[src/design/owbm_pkg.sv]
package owbm_pkg;

    // configuration register map, index = paddr[4:2]
    localparam int CFG_NUM = 8;
    localparam int CFG_BITS = 16;
    localparam int CFG_IDX_BITS = 3;

    localparam logic [CFG_IDX_BITS-1:0] CFG_SHORT_LOW     = 3'd0;
    localparam logic [CFG_IDX_BITS-1:0] CFG_LONG_LOW      = 3'd1;
    localparam logic [CFG_IDX_BITS-1:0] CFG_ZERO_RECOVERY = 3'd2;
    localparam logic [CFG_IDX_BITS-1:0] CFG_SAMPLE_WAIT   = 3'd3;
    localparam logic [CFG_IDX_BITS-1:0] CFG_READ_TAIL     = 3'd4;
    localparam logic [CFG_IDX_BITS-1:0] CFG_RESET_LOW     = 3'd5;
    localparam logic [CFG_IDX_BITS-1:0] CFG_PRESENCE_WAIT = 3'd6;
    localparam logic [CFG_IDX_BITS-1:0] CFG_RESET_TAIL    = 3'd7;

    typedef logic [CFG_NUM-1:0][CFG_BITS-1:0] owbm_cfg_t;

    // highest index first
    localparam owbm_cfg_t CFG_RESET_VALUES = {
        16'd4100, 16'd700, 16'd4800, 16'd550, 16'd90, 16'd100, 16'd600, 16'd60
    };

    // command kinds
    localparam logic [2:0] KIND_RESET      = 3'd0;
    localparam logic [2:0] KIND_WRITE_BIT  = 3'd1;
    localparam logic [2:0] KIND_READ_BIT   = 3'd2;
    localparam logic [2:0] KIND_WRITE_BYTE = 3'd3;
    localparam logic [2:0] KIND_READ_BYTE  = 3'd4;
    localparam logic [2:0] KIND_TOUCH_BYTE = 3'd5;

    localparam logic [2:0] LAST_BIT_INDEX = 3'd7;

    typedef enum logic [3:0] {
        PH_IDLE = 4'b0001,
        PH_LOW  = 4'b0010,
        PH_WAIT = 4'b0100,
        PH_TAIL = 4'b1000
    } owbm_phase_t;

    typedef enum logic [1:0] {
        SLOT_RESET = 2'd0,
        SLOT_ONE   = 2'd1,
        SLOT_ZERO  = 2'd2
    } owbm_slot_t;

    typedef struct packed {
        logic       start_req;
        logic [2:0] kind;
        logic [7:0] data_in;
        logic       bus_level;
        logic       tick;
    } owbm_item_t;

    typedef struct packed {
        logic       drive_low;
        logic       busy_res;
        logic       done_res;
        logic [7:0] read_data;
        logic       no_presence;
    } owbm_result_t;

endpackage

[src/design/owbm_cfg_regs.sv]
module owbm_cfg_regs (
    input  logic                  aclk,
    input  logic                  aresetn,
    input  logic                  psel,
    input  logic                  penable,
    input  logic                  pwrite,
    input  logic [4:0]            paddr,
    input  logic [31:0]           pwdata,
    output logic [31:0]           prdata,
    output logic                  pready,
    output owbm_pkg::owbm_cfg_t   cfg
);
    import owbm_pkg::*;

    owbm_cfg_t cfg_reg;
    owbm_cfg_t cfg_next;

    logic [CFG_IDX_BITS-1:0] idx;

    assign idx   = paddr[4:2];
    assign pready = 1'b1;

    always_comb begin
        cfg_next = cfg_reg;
        if (psel && penable && pwrite) begin
            cfg_next[idx] = pwdata[CFG_BITS-1:0];
        end
    end

    always_ff @(posedge aclk) begin
        if (!aresetn) begin
            cfg_reg <= CFG_RESET_VALUES;
        end else begin
            cfg_reg <= cfg_next;
        end
    end

    assign prdata = {{(32-CFG_BITS){1'b0}}, cfg_reg[idx]};
    assign cfg    = cfg_reg;

endmodule

[src/design/owbm_engine.sv]
module owbm_engine #(
    parameter int TICK_BITS = 16
) (
    input  logic                  aclk,
    input  logic                  aresetn,
    input  owbm_pkg::owbm_cfg_t   cfg,
    input  logic                  step,
    input  owbm_pkg::owbm_item_t  item,
    output owbm_pkg::owbm_result_t result
);
    import owbm_pkg::*;

    localparam int CMP_BITS = (TICK_BITS > CFG_BITS) ? TICK_BITS : CFG_BITS;
    localparam logic [CMP_BITS-1:0] CNT_MAX = CMP_BITS'({TICK_BITS{1'b1}});

    owbm_phase_t          phase_reg,   phase_next;
    logic [TICK_BITS-1:0] count_reg,   count_next;
    logic [2:0]           bit_idx_reg, bit_idx_next;
    logic [7:0]           send_reg,    send_next;
    logic [7:0]           recv_reg,    recv_next;
    logic [2:0]           kind_reg,    kind_next;
    logic                 presence_reg, presence_next;

    owbm_slot_t           slot;
    logic [CFG_BITS-1:0]  target_raw;
    logic [CMP_BITS-1:0]  target_wide;
    logic [TICK_BITS-1:0] target;
    logic                 done;

    // slot kind follows the command and the next bit to send
    always_comb begin
        if (kind_reg == KIND_RESET) begin
            slot = SLOT_RESET;
        end else if (kind_reg == KIND_READ_BIT || kind_reg == KIND_READ_BYTE) begin
            slot = SLOT_ONE;
        end else if (send_reg[0]) begin
            slot = SLOT_ONE;
        end else begin
            slot = SLOT_ZERO;
        end
    end

    always_comb begin
        case (phase_reg)
            PH_LOW: begin
                if (slot == SLOT_RESET)    target_raw = cfg[CFG_RESET_LOW];
                else if (slot == SLOT_ONE) target_raw = cfg[CFG_SHORT_LOW];
                else                       target_raw = cfg[CFG_LONG_LOW];
            end
            PH_WAIT: begin
                if (slot == SLOT_RESET) target_raw = cfg[CFG_PRESENCE_WAIT];
                else                    target_raw = cfg[CFG_SAMPLE_WAIT];
            end
            default: begin
                if (slot == SLOT_RESET)    target_raw = cfg[CFG_RESET_TAIL];
                else if (slot == SLOT_ONE) target_raw = cfg[CFG_READ_TAIL];
                else                       target_raw = cfg[CFG_ZERO_RECOVERY];
            end
        endcase
        // targets beyond the counter range saturate
        target_wide = CMP_BITS'(target_raw);
        if (target_wide > CNT_MAX) begin
            target = TICK_BITS'(CNT_MAX);
        end else begin
            target = TICK_BITS'(target_wide);
        end
    end

    always_comb begin
        phase_next    = phase_reg;
        count_next    = count_reg;
        bit_idx_next  = bit_idx_reg;
        send_next     = send_reg;
        recv_next     = recv_reg;
        kind_next     = kind_reg;
        presence_next = presence_reg;
        done          = 1'b0;

        if (step) begin
            case (phase_reg)
                PH_IDLE: begin
                    if (item.start_req && item.kind <= KIND_TOUCH_BYTE) begin
                        kind_next    = item.kind;
                        send_next    = item.data_in;
                        bit_idx_next = '0;
                        count_next   = '0;
                        phase_next   = PH_LOW;
                    end
                end
                PH_LOW, PH_WAIT, PH_TAIL: begin
                    if (count_reg >= target) begin
                        count_next = '0;
                        if (phase_reg == PH_LOW) begin
                            phase_next = (slot == SLOT_ZERO) ? PH_TAIL : PH_WAIT;
                        end else if (phase_reg == PH_WAIT) begin
                            if (slot == SLOT_RESET) begin
                                presence_next = ~item.bus_level;
                            end else if (kind_reg == KIND_READ_BIT) begin
                                recv_next = {7'b0, item.bus_level};
                            end else if (kind_reg == KIND_READ_BYTE ||
                                         kind_reg == KIND_TOUCH_BYTE) begin
                                recv_next = {item.bus_level, recv_reg[7:1]};
                            end
                            phase_next = PH_TAIL;
                        end else begin
                            // touch with a zero slot shifts in a zero
                            if (kind_reg == KIND_TOUCH_BYTE && slot == SLOT_ZERO) begin
                                recv_next = {1'b0, recv_reg[7:1]};
                            end
                            if ((kind_reg == KIND_WRITE_BYTE || kind_reg == KIND_READ_BYTE ||
                                 kind_reg == KIND_TOUCH_BYTE) &&
                                bit_idx_reg != LAST_BIT_INDEX) begin
                                bit_idx_next = bit_idx_reg + 3'd1;
                                send_next    = {1'b0, send_reg[7:1]};
                                phase_next   = PH_LOW;
                            end else begin
                                phase_next = PH_IDLE;
                                done       = 1'b1;
                            end
                        end
                    end else if (item.tick && count_reg != {TICK_BITS{1'b1}}) begin
                        count_next = count_reg + TICK_BITS'(1);
                    end
                end
                default: begin
                    phase_next = PH_IDLE;
                end
            endcase
        end
    end

    always_ff @(posedge aclk) begin
        if (!aresetn) begin
            phase_reg    <= PH_IDLE;
            count_reg    <= '0;
            bit_idx_reg  <= '0;
            send_reg     <= '0;
            recv_reg     <= '0;
            kind_reg     <= '0;
            presence_reg <= 1'b0;
        end else begin
            phase_reg    <= phase_next;
            count_reg    <= count_next;
            bit_idx_reg  <= bit_idx_next;
            send_reg     <= send_next;
            recv_reg     <= recv_next;
            kind_reg     <= kind_next;
            presence_reg <= presence_next;
        end
    end

    always_comb begin
        result.drive_low   = (phase_next == PH_LOW);
        result.busy_res    = (phase_next != PH_IDLE);
        result.done_res    = done;
        result.read_data   = recv_next;
        result.no_presence = ~presence_next;
    end

endmodule

[src/design/one_wire_bus_master_unit.sv]
// an accepted word waits in the input register; its engine step then loads the result register
// throughput: one word per cycle while result words are taken (m_tready high)
// while a result word waits, one more input word is held and then s_tready drops
// reset: aresetn synchronous, active low; engine idle, counters and shifters cleared,
// no_presence reads 1 until a reset command, timing registers back to their defaults
module one_wire_bus_master_unit #(
    parameter int TICK_COUNT_BITS = 16
) (
    input  logic        aclk,
    input  logic        aresetn,

    // input words
    input  logic        s_tvalid,
    output logic        s_tready,
    // [0] start_req, [8:1] data_in, [9] bus_level, [10] tick, [15:11] zero
    input  logic [15:0] s_tdata,
    // [2:0] kind
    input  logic [2:0]  s_tuser,

    // result words
    output logic        m_tvalid,
    input  logic        m_tready,
    // [0] drive_low, [1] busy_res, [2] done_res, [10:3] read_data,
    // [11] no_presence, [15:12] zero
    output logic [15:0] m_tdata,

    // timing register port
    input  logic        psel,
    input  logic        penable,
    input  logic        pwrite,
    input  logic [4:0]  paddr,
    input  logic [31:0] pwdata,
    output logic [31:0] prdata,
    output logic        pready
);
    import owbm_pkg::*;

    owbm_cfg_t    cfg;

    // input register
    logic         in_valid_reg, in_valid_next;
    owbm_item_t   in_item_reg;

    // result register
    logic         out_valid_reg, out_valid_next;
    owbm_result_t out_res_reg;

    owbm_result_t res;
    logic         out_free;
    logic         step;

    owbm_cfg_regs u_cfg (
        .aclk    (aclk),
        .aresetn (aresetn),
        .psel    (psel),
        .penable (penable),
        .pwrite  (pwrite),
        .paddr   (paddr),
        .pwdata  (pwdata),
        .prdata  (prdata),
        .pready  (pready),
        .cfg     (cfg)
    );

    // the result register frees up when empty or being drained this cycle
    assign out_free = !out_valid_reg || m_tready;
    // an engine step consumes the held word and fills the result register
    assign step     = in_valid_reg && out_free;
    assign s_tready = !in_valid_reg || out_free;

    owbm_engine #(
        .TICK_BITS (TICK_COUNT_BITS)
    ) u_engine (
        .aclk    (aclk),
        .aresetn (aresetn),
        .cfg     (cfg),
        .step    (step),
        .item    (in_item_reg),
        .result  (res)
    );

    always_comb begin
        in_valid_next = in_valid_reg;
        if (s_tready) begin
            in_valid_next = s_tvalid;
        end
        out_valid_next = out_valid_reg;
        if (out_free) begin
            out_valid_next = step;
        end
    end

    always_ff @(posedge aclk) begin
        if (!aresetn) begin
            in_valid_reg  <= 1'b0;
            out_valid_reg <= 1'b0;
        end else begin
            in_valid_reg  <= in_valid_next;
            out_valid_reg <= out_valid_next;
        end
    end

    // payload registers, no reset needed
    always_ff @(posedge aclk) begin
        if (s_tvalid && s_tready) begin
            in_item_reg.start_req <= s_tdata[0];
            in_item_reg.kind      <= s_tuser;
            in_item_reg.data_in   <= s_tdata[8:1];
            in_item_reg.bus_level <= s_tdata[9];
            in_item_reg.tick      <= s_tdata[10];
        end
        if (step) begin
            out_res_reg <= res;
        end
    end

    assign m_tvalid = out_valid_reg;
    assign m_tdata  = {4'b0, out_res_reg.no_presence, out_res_reg.read_data,
                       out_res_reg.done_res, out_res_reg.busy_res, out_res_reg.drive_low};

endmodule

[config.mk]
export PLATFORM = sky130hd
export DESIGN_NAME = one_wire_bus_master_unit
export DESIGN_NICKNAME = d
export VERILOG_FILES = /design/src/design/owbm_pkg.sv /design/src/design/owbm_cfg_regs.sv /design/src/design/owbm_engine.sv /design/src/design/one_wire_bus_master_unit.sv
export SDC_FILE = /design/constraint.sdc
export NUM_CORES = 1
export LEC_CHECK = 0
export BUFFER_PORTS_ARGS = -buffer_cell sky130_fd_sc_hd__buf_2
export CORE_MARGIN = 2
export CORE_UTILIZATION = 39
export DETAILED_ROUTE_END_ITERATION = 6
export PLACE_DENSITY_LB_ADDON = 0.15
export SLEW_MARGIN = 20
export SYNTH_ARGS = -nofsm -noshare
export SYNTH_HDL_FRONTEND = slang
export SYNTH_SLANG_ARGS = --single-unit
[constraint.sdc]
create_clock -name aclk -period 7.3 [get_ports aclk]
set_clock_uncertainty 0.15 [all_clocks]
set_input_delay 0 -clock aclk [delete_from_list [all_inputs] [get_ports aclk]]
set_output_delay 0 -clock aclk [all_outputs]
set_load 0.01 [all_outputs]
### Word level (Yosys, flattened, before mapping)

Index checks and enable logic that the tools add are counted.

* bits in registers: 199
* input bits: 63
* output and inout bits: 51

* $add $sub $neg: 2
* magnitude comparators: 5
* eq/ne operators: 20
* muxes and demuxes: 55
* bitwise operators: 4
* reduce and logical (&&, ||, !) cells: 25

Operator list (count)
* $mux W16: 11
* $bwmux W128: 1
* $mux W8: 14
* $pmux W16 S2: 2
* $bmux W16 S3: 1
* $demux W16 S3: 1
* $mux W4: 6
* $add A16 B1 Y16 const B: 1
* $ge A16 B16 Y1: 1
* $gt A16 B16 Y1 const B: 1
* $ne A16 B16 Y1 const B: 1
* $pmux W8 S2: 1
* $mux W3: 5
* $logic_and A1 B1 Y1: 9
* $eq A4 B2 Y1 const B: 2
* $mux W2: 4
* $pmux W4 S2: 1
* $mux W1: 7
* $reduce_and A7 Y1: 1
* $eq A3 B2 Y1 const B: 2
* $eq A3 B3 Y1 const B: 2
* $logic_or A1 B1 Y1: 6
* $ne A2 B1 Y1 const B: 3
* $pmux W3 S2: 1
* 22 further kinds: 27

### Depth between registers and ports, before layout

* word-level depth: 15
* gate-level depth with buffers: 16
* gate-level depth less buffers: 13

### Hierarchy

From an unflattened synthesis, not the netlist that was laid out.

* cell total of the unflattened synthesis: 1139
* area total of the unflattened synthesis: 10802.9 µm²

Modules (own cells, without submodules)
* owbm_cfg_regs: instances 1, cells an instance 561, area an instance 5920.7 µm²
* owbm_engine: instances 1, cells an instance 538, area an instance 3963.8 µm²
* one_wire_bus_master_unit: instances 1, cells an instance 40, area an instance 918.4 µm²

### Worst setup path after synthesis

Ideal clock, no wire load.

* kind: reg-to-reg
* start point: register u_engine.kind_reg[1]
* end point: register out_res_reg (netlist bit m_tdata[5]), data pin
* library setup time: 0.256 ns
* data arrival time: 3.773 ns
* data required time: 6.894 ns
* setup slack: 3.121 ns
* cell stages (with the launch flop): 15
* clock period less this slack: 4.179 ns
* path through: dfxtp_1 -> clkbuf_1 -> nor3_1 -> clkbuf_1 -> a22oi_1 -> a21oi_1 -> nor3_1 -> ha_1 -> nand4_2 -> or4_4 -> o32ai_4 -> nor2_2 -> or3_1 -> buf_2 -> a22o_1

RTL lines
* start: declaration: line owbm_engine.sv:21 `logic [2:0] kind_reg, kind_next;`
* start signal: assignment: line owbm_engine.sv:147 `kind_reg <= kind_next;`
* end signal: assignment: line one_wire_bus_master_unit.sv:113 `out_res_reg <= res;`
* end: declaration: line one_wire_bus_master_unit.sv:46 `owbm_result_t out_res_reg;`

==> metrics.md <==
| Metric | Value |
|---|---|
| Post-CTS Setup Bufs | 0 |
| DP HPWL | 20100 um |
| Worst Tran Pin Value | about 1.2 ns |
| # IOs | around 110 |
| Crit path from | u_engine.kind_reg[1] |
| Worst flop-to-flop path startpoint | u_engine.kind_reg[1] |
| Maximum root-to-sink buffer count | 2 |
| Worst r2r path cells | 11 |
| FF-to-FF End | m_tdata[0] |
| Async set-reset flop share out of synthesis | 0% |
| Initial Util | between 30% and 40% |
| Clk_lat worst skew | between 0.4 and 0.5 ns |
| Crit share post-route | between 60% and 70% |
| CP startpoint kind | flip-flop |
| Routed vias | about 9500 |
| Mapped Area | 10000 um2 |
| Tot GR Track Use | 24.6% |
| Fin worst setup slack | between 2 and 2.5 ns |
| Footprint of the multi-input gates | 5250 um2 |
| Critical Path End | m_tdata[0] |
| Synth-to-Final Area Change | 13.1% |
| Seq/Total Area, Yosys | a little over two fifths |
| Root Driver | clkbuf_16 |
| Worst endpoint required time | roughly 7.4 ns |
| EDFF count, synth | 26 |
| Reg-to-reg setup timing slack | around 2.3 ns |
| Fillcell total | between 2000 and 3000 |
| First-pass GRT wire length | ~50000 um |
| CTS sink count | 199 |
| Overall routed net length | ~33000 um |
| Max reg flops | 128 |
| Worst EP arrival | approximately 5.0 ns |
| Setup crit end kind | flip-flop |
| Clock buffer count from CTS | 17 |
| Final #Nets | ~1400 |
| RSZ-0062 raised after global routing | false |
| Highest clock rate | about 200 MHz |
| Slew HR | about 23% |
| GPL Wtd Cong | between 0.8 and 0.9 |
| DR iter-0 viols | 1198 |
| Initial antenna violation count | 0 |
| Die Ht | around 160 um |
| Vias in the first global route | about 8500 |
| Cells along the critical path | or3_1 -> nand2_1 -> o21ai_0 -> o221ai_1 -> ha_1 -> nand2b_1 -> a2111oi_2 -> o32ai_4 -> nor2_2 -> mux2_2 -> and4_1 |
| PD cells | between 200 and 250 nW/um2 |
| Most used DFF post-synth | dfxtp_1 |
| Fin Setup TNS | 0 ns |
| Delay of the slowest cell on the worst path | 0.65 ns |
| Die Width | 165 um |
| Crit path kind | flip-flop to flip-flop |
| Post-place setup slack | ~2.4 ns |
| Max rail drop VDD | between 0.1 and 0.15 mV |
| Final max-slew violation count | 0 |
| Register area | ~4200 um2 |
| Full die area | around 27000 um2 |
| Setup violations, final | 0 |
| Total power | between 0.002 and 0.0025 W |
| Cells after synthesis | 1264 |
| Synth unique cells | between 70 and 80 |
| Count of cells resized by post-cts repair | 0 |
| Min cycle time layout | 4.98 ns |
| IO Port Bufs | a little under 70 |
| Remaining Overflow, GRT | 0 |
| Max-cap violation count | 0 |
| Slowest CP cell | nor2_2 |
| Number of diodes | 0 |
| Routed len/inst | 20.3 um |
| Antenna Violating Nets Remaining | 0 |
| Leakage power | around 4.1 nW |
| Clock H-tree levels | 4 |
| First-pass DRT Iterations | 5 |
| Hold Path Class | input port to flip-flop |
| Status | finished clean |
| Clk slew on worst S/H paths | approximately 0.080 ns |
| Clock tree from TritonCTS | yes |
| Post-Syn Area per Cell | approximately 7.9 um2 |
| Core outline area | about 25000 um2 |
| Largest net degree at the start of global routing | 100 |
| Crit-path max FO | 15 |
| Final hold vios | 0 |
| Vias per inst | 5.79 |
| Register bit total from synthesis | around 200 |
| Post-route DRC | 0 |
| Num rows | 58 |
| Synth warn | 0 |
| Utilization after layout | between 40% and 50% |
| Share of cells above drive strength 1 | 11.4% |
## report_power, final
| part | internal, W | leakage (nW) | switching (W) | total (W) |
|---|---|---|---|---|
| Clock | 0.000489 | 0.286 | 0.000473 | 0.000962 |
| Combinational | 0.0000726 | 2.19 | 0.000143 | 0.000215 |
| Sequential | 0.00113 | 1.64 | 0.0000129 | 0.00114 |
| Total | 0.00169 | 4.11 | 0.000628 | 0.00232 |
## through the flow
step,hold slack (ns),cell area (um2),cells
final,0.120,11400,1641
after global routing,0.116,11400,1641
after CTS,0.108,11300,1640
after detailed placement,0.0281,10400,1574
after global placement,0.0264,10400,1574
after floorplan,-0.0511,10100,1283
## critical path: cells and delay by family, from the launching register on
kind                     cells  cell delay (ns)
AND/OR/NAND/NOR              5             2.12
flip-flops                   1             0.54
adder cells (fa/ha/maj)      1             0.33
multiplexers                 1             0.41
AO/OA/AOI/OAI                4             1.17
## worst min-delay path by stage
stage,startpoint,to,slack [ns],cells past startpoint
6_report,s_tdata[7],in_item_reg[8],0.12,2
5_1_grt,s_tdata[0],in_item_reg[13],0.12,2
4_1_cts,s_tdata[5],in_item_reg[6],0.11,2
3_5_place_dp,s_tdata[4],in_item_reg[5],0.03,1
3_3_place_gp,s_tdata[3],in_item_reg[4],0.03,1
2_1_floorplan,s_tdata[10],in_item_reg[0],-0.05,0
## Yosys cell counts (9+ instances only)
| library cell | n | share of area, % |
|---|---|---|
| clkbuf_1 | 79 | 3.0 |
| dfxtp_1 | 173 | 34 |
| ha_1 | 19 | 2.4 |
| o221ai_1 | 9 | 0.78 |
| o22ai_1 | 15 | 0.93 |
| o21ai_0 | 19 | 0.95 |
| mux2i_1 | 15 | 1.5 |
| nor2_1 | 54 | 2.0 |
| nand3_1 | 44 | 2.2 |
| a21oi_1 | 150 | 7.5 |
| and2_1 | 10 | 0.62 |
| nand4_1 | 22 | 1.4 |
| a22o_1 | 9 | 0.78 |
| nand2_1 | 344 | 13 |
| a22oi_1 | 86 | 6.4 |
| buf_4 | 37 | 2.8 |
| nor3_1 | 17 | 0.85 |
| o221a_2 | 9 | 1.0 |
| edfxtp_1 | 26 | 7.8 |
## kinds of logic after synthesis
family                     Yosys count  synth area share (%)
xor gates and xnor gates             5                 0.436
and+or+nand+nor                    542                  23.8
DFF                                199                  42.2
buffers and inverters              133                  6.50
AOI/OAI and AO/OA                  348                  23.0
adders and majority gates           19                  2.37
other                                2                0.0747
muxes                               16                  1.61
## metal layers
metal	vias to the layer above	global-route usage (%)	part of all wire (%)
li1	4515	-	-
met1	4505	36.8	45
met2	429	36.4	44
met3	46	4.27	9.6
met4	0	6.25	1.5
met5	-	0	0
## cell usage in the layout (no fill, tap or decap), types with 4 or more instances in the layout
cell type      netlist  final
a22oi_1             86     86
mux2i_1             15     15
nor3_2               3      5
a211oi_1             6      6
edfxtp_1            26     26
clkinv_4             0      4
o221a_2              9      9
inv_1                8      7
o221ai_1             9      9
nand3_1             44     44
clkbuf_16            0     17
o21ai_0             19     19
conb_1               2     21
a21oi_1            150    150
dfxtp_1            173    173
buf_4               37     17
a22o_1               9      9
nor3_1              17     15
nand2_1            344    344
nand4_1             22     22
and2_0               5      5
dlygate4sd3_1        0     34
a32o_1               4      4
o22ai_1             15     15
nor2_1              54     53
inv_8                0      4
nand2b_1             4      4
a31oi_1              6      6
or3_1                5      5
and3_1               8      8
ha_1                19     19
and4_1               4      4
buf_2                6     69
and2_1              10     10
o21a_1               4      4
## final cells by class
cell class                      instances  share of cell area [%]
Inverter                                8                   0.275
Clock inverter                         14                    1.41
Clock buffer                           18                    3.78
Timing Repair Buffer                  121                    7.33
Multi-Input combinational cell        951                    46.2
Sequential cell                       199                    37.4
Tap cell                              330                    3.63
## repair_timing
action                                  CTS  global route
hold buffers                             34             0
endpoints found under the setup margin    0             0
endpoints found under the hold margin   145             0
(Power assumes the default switching activity.)
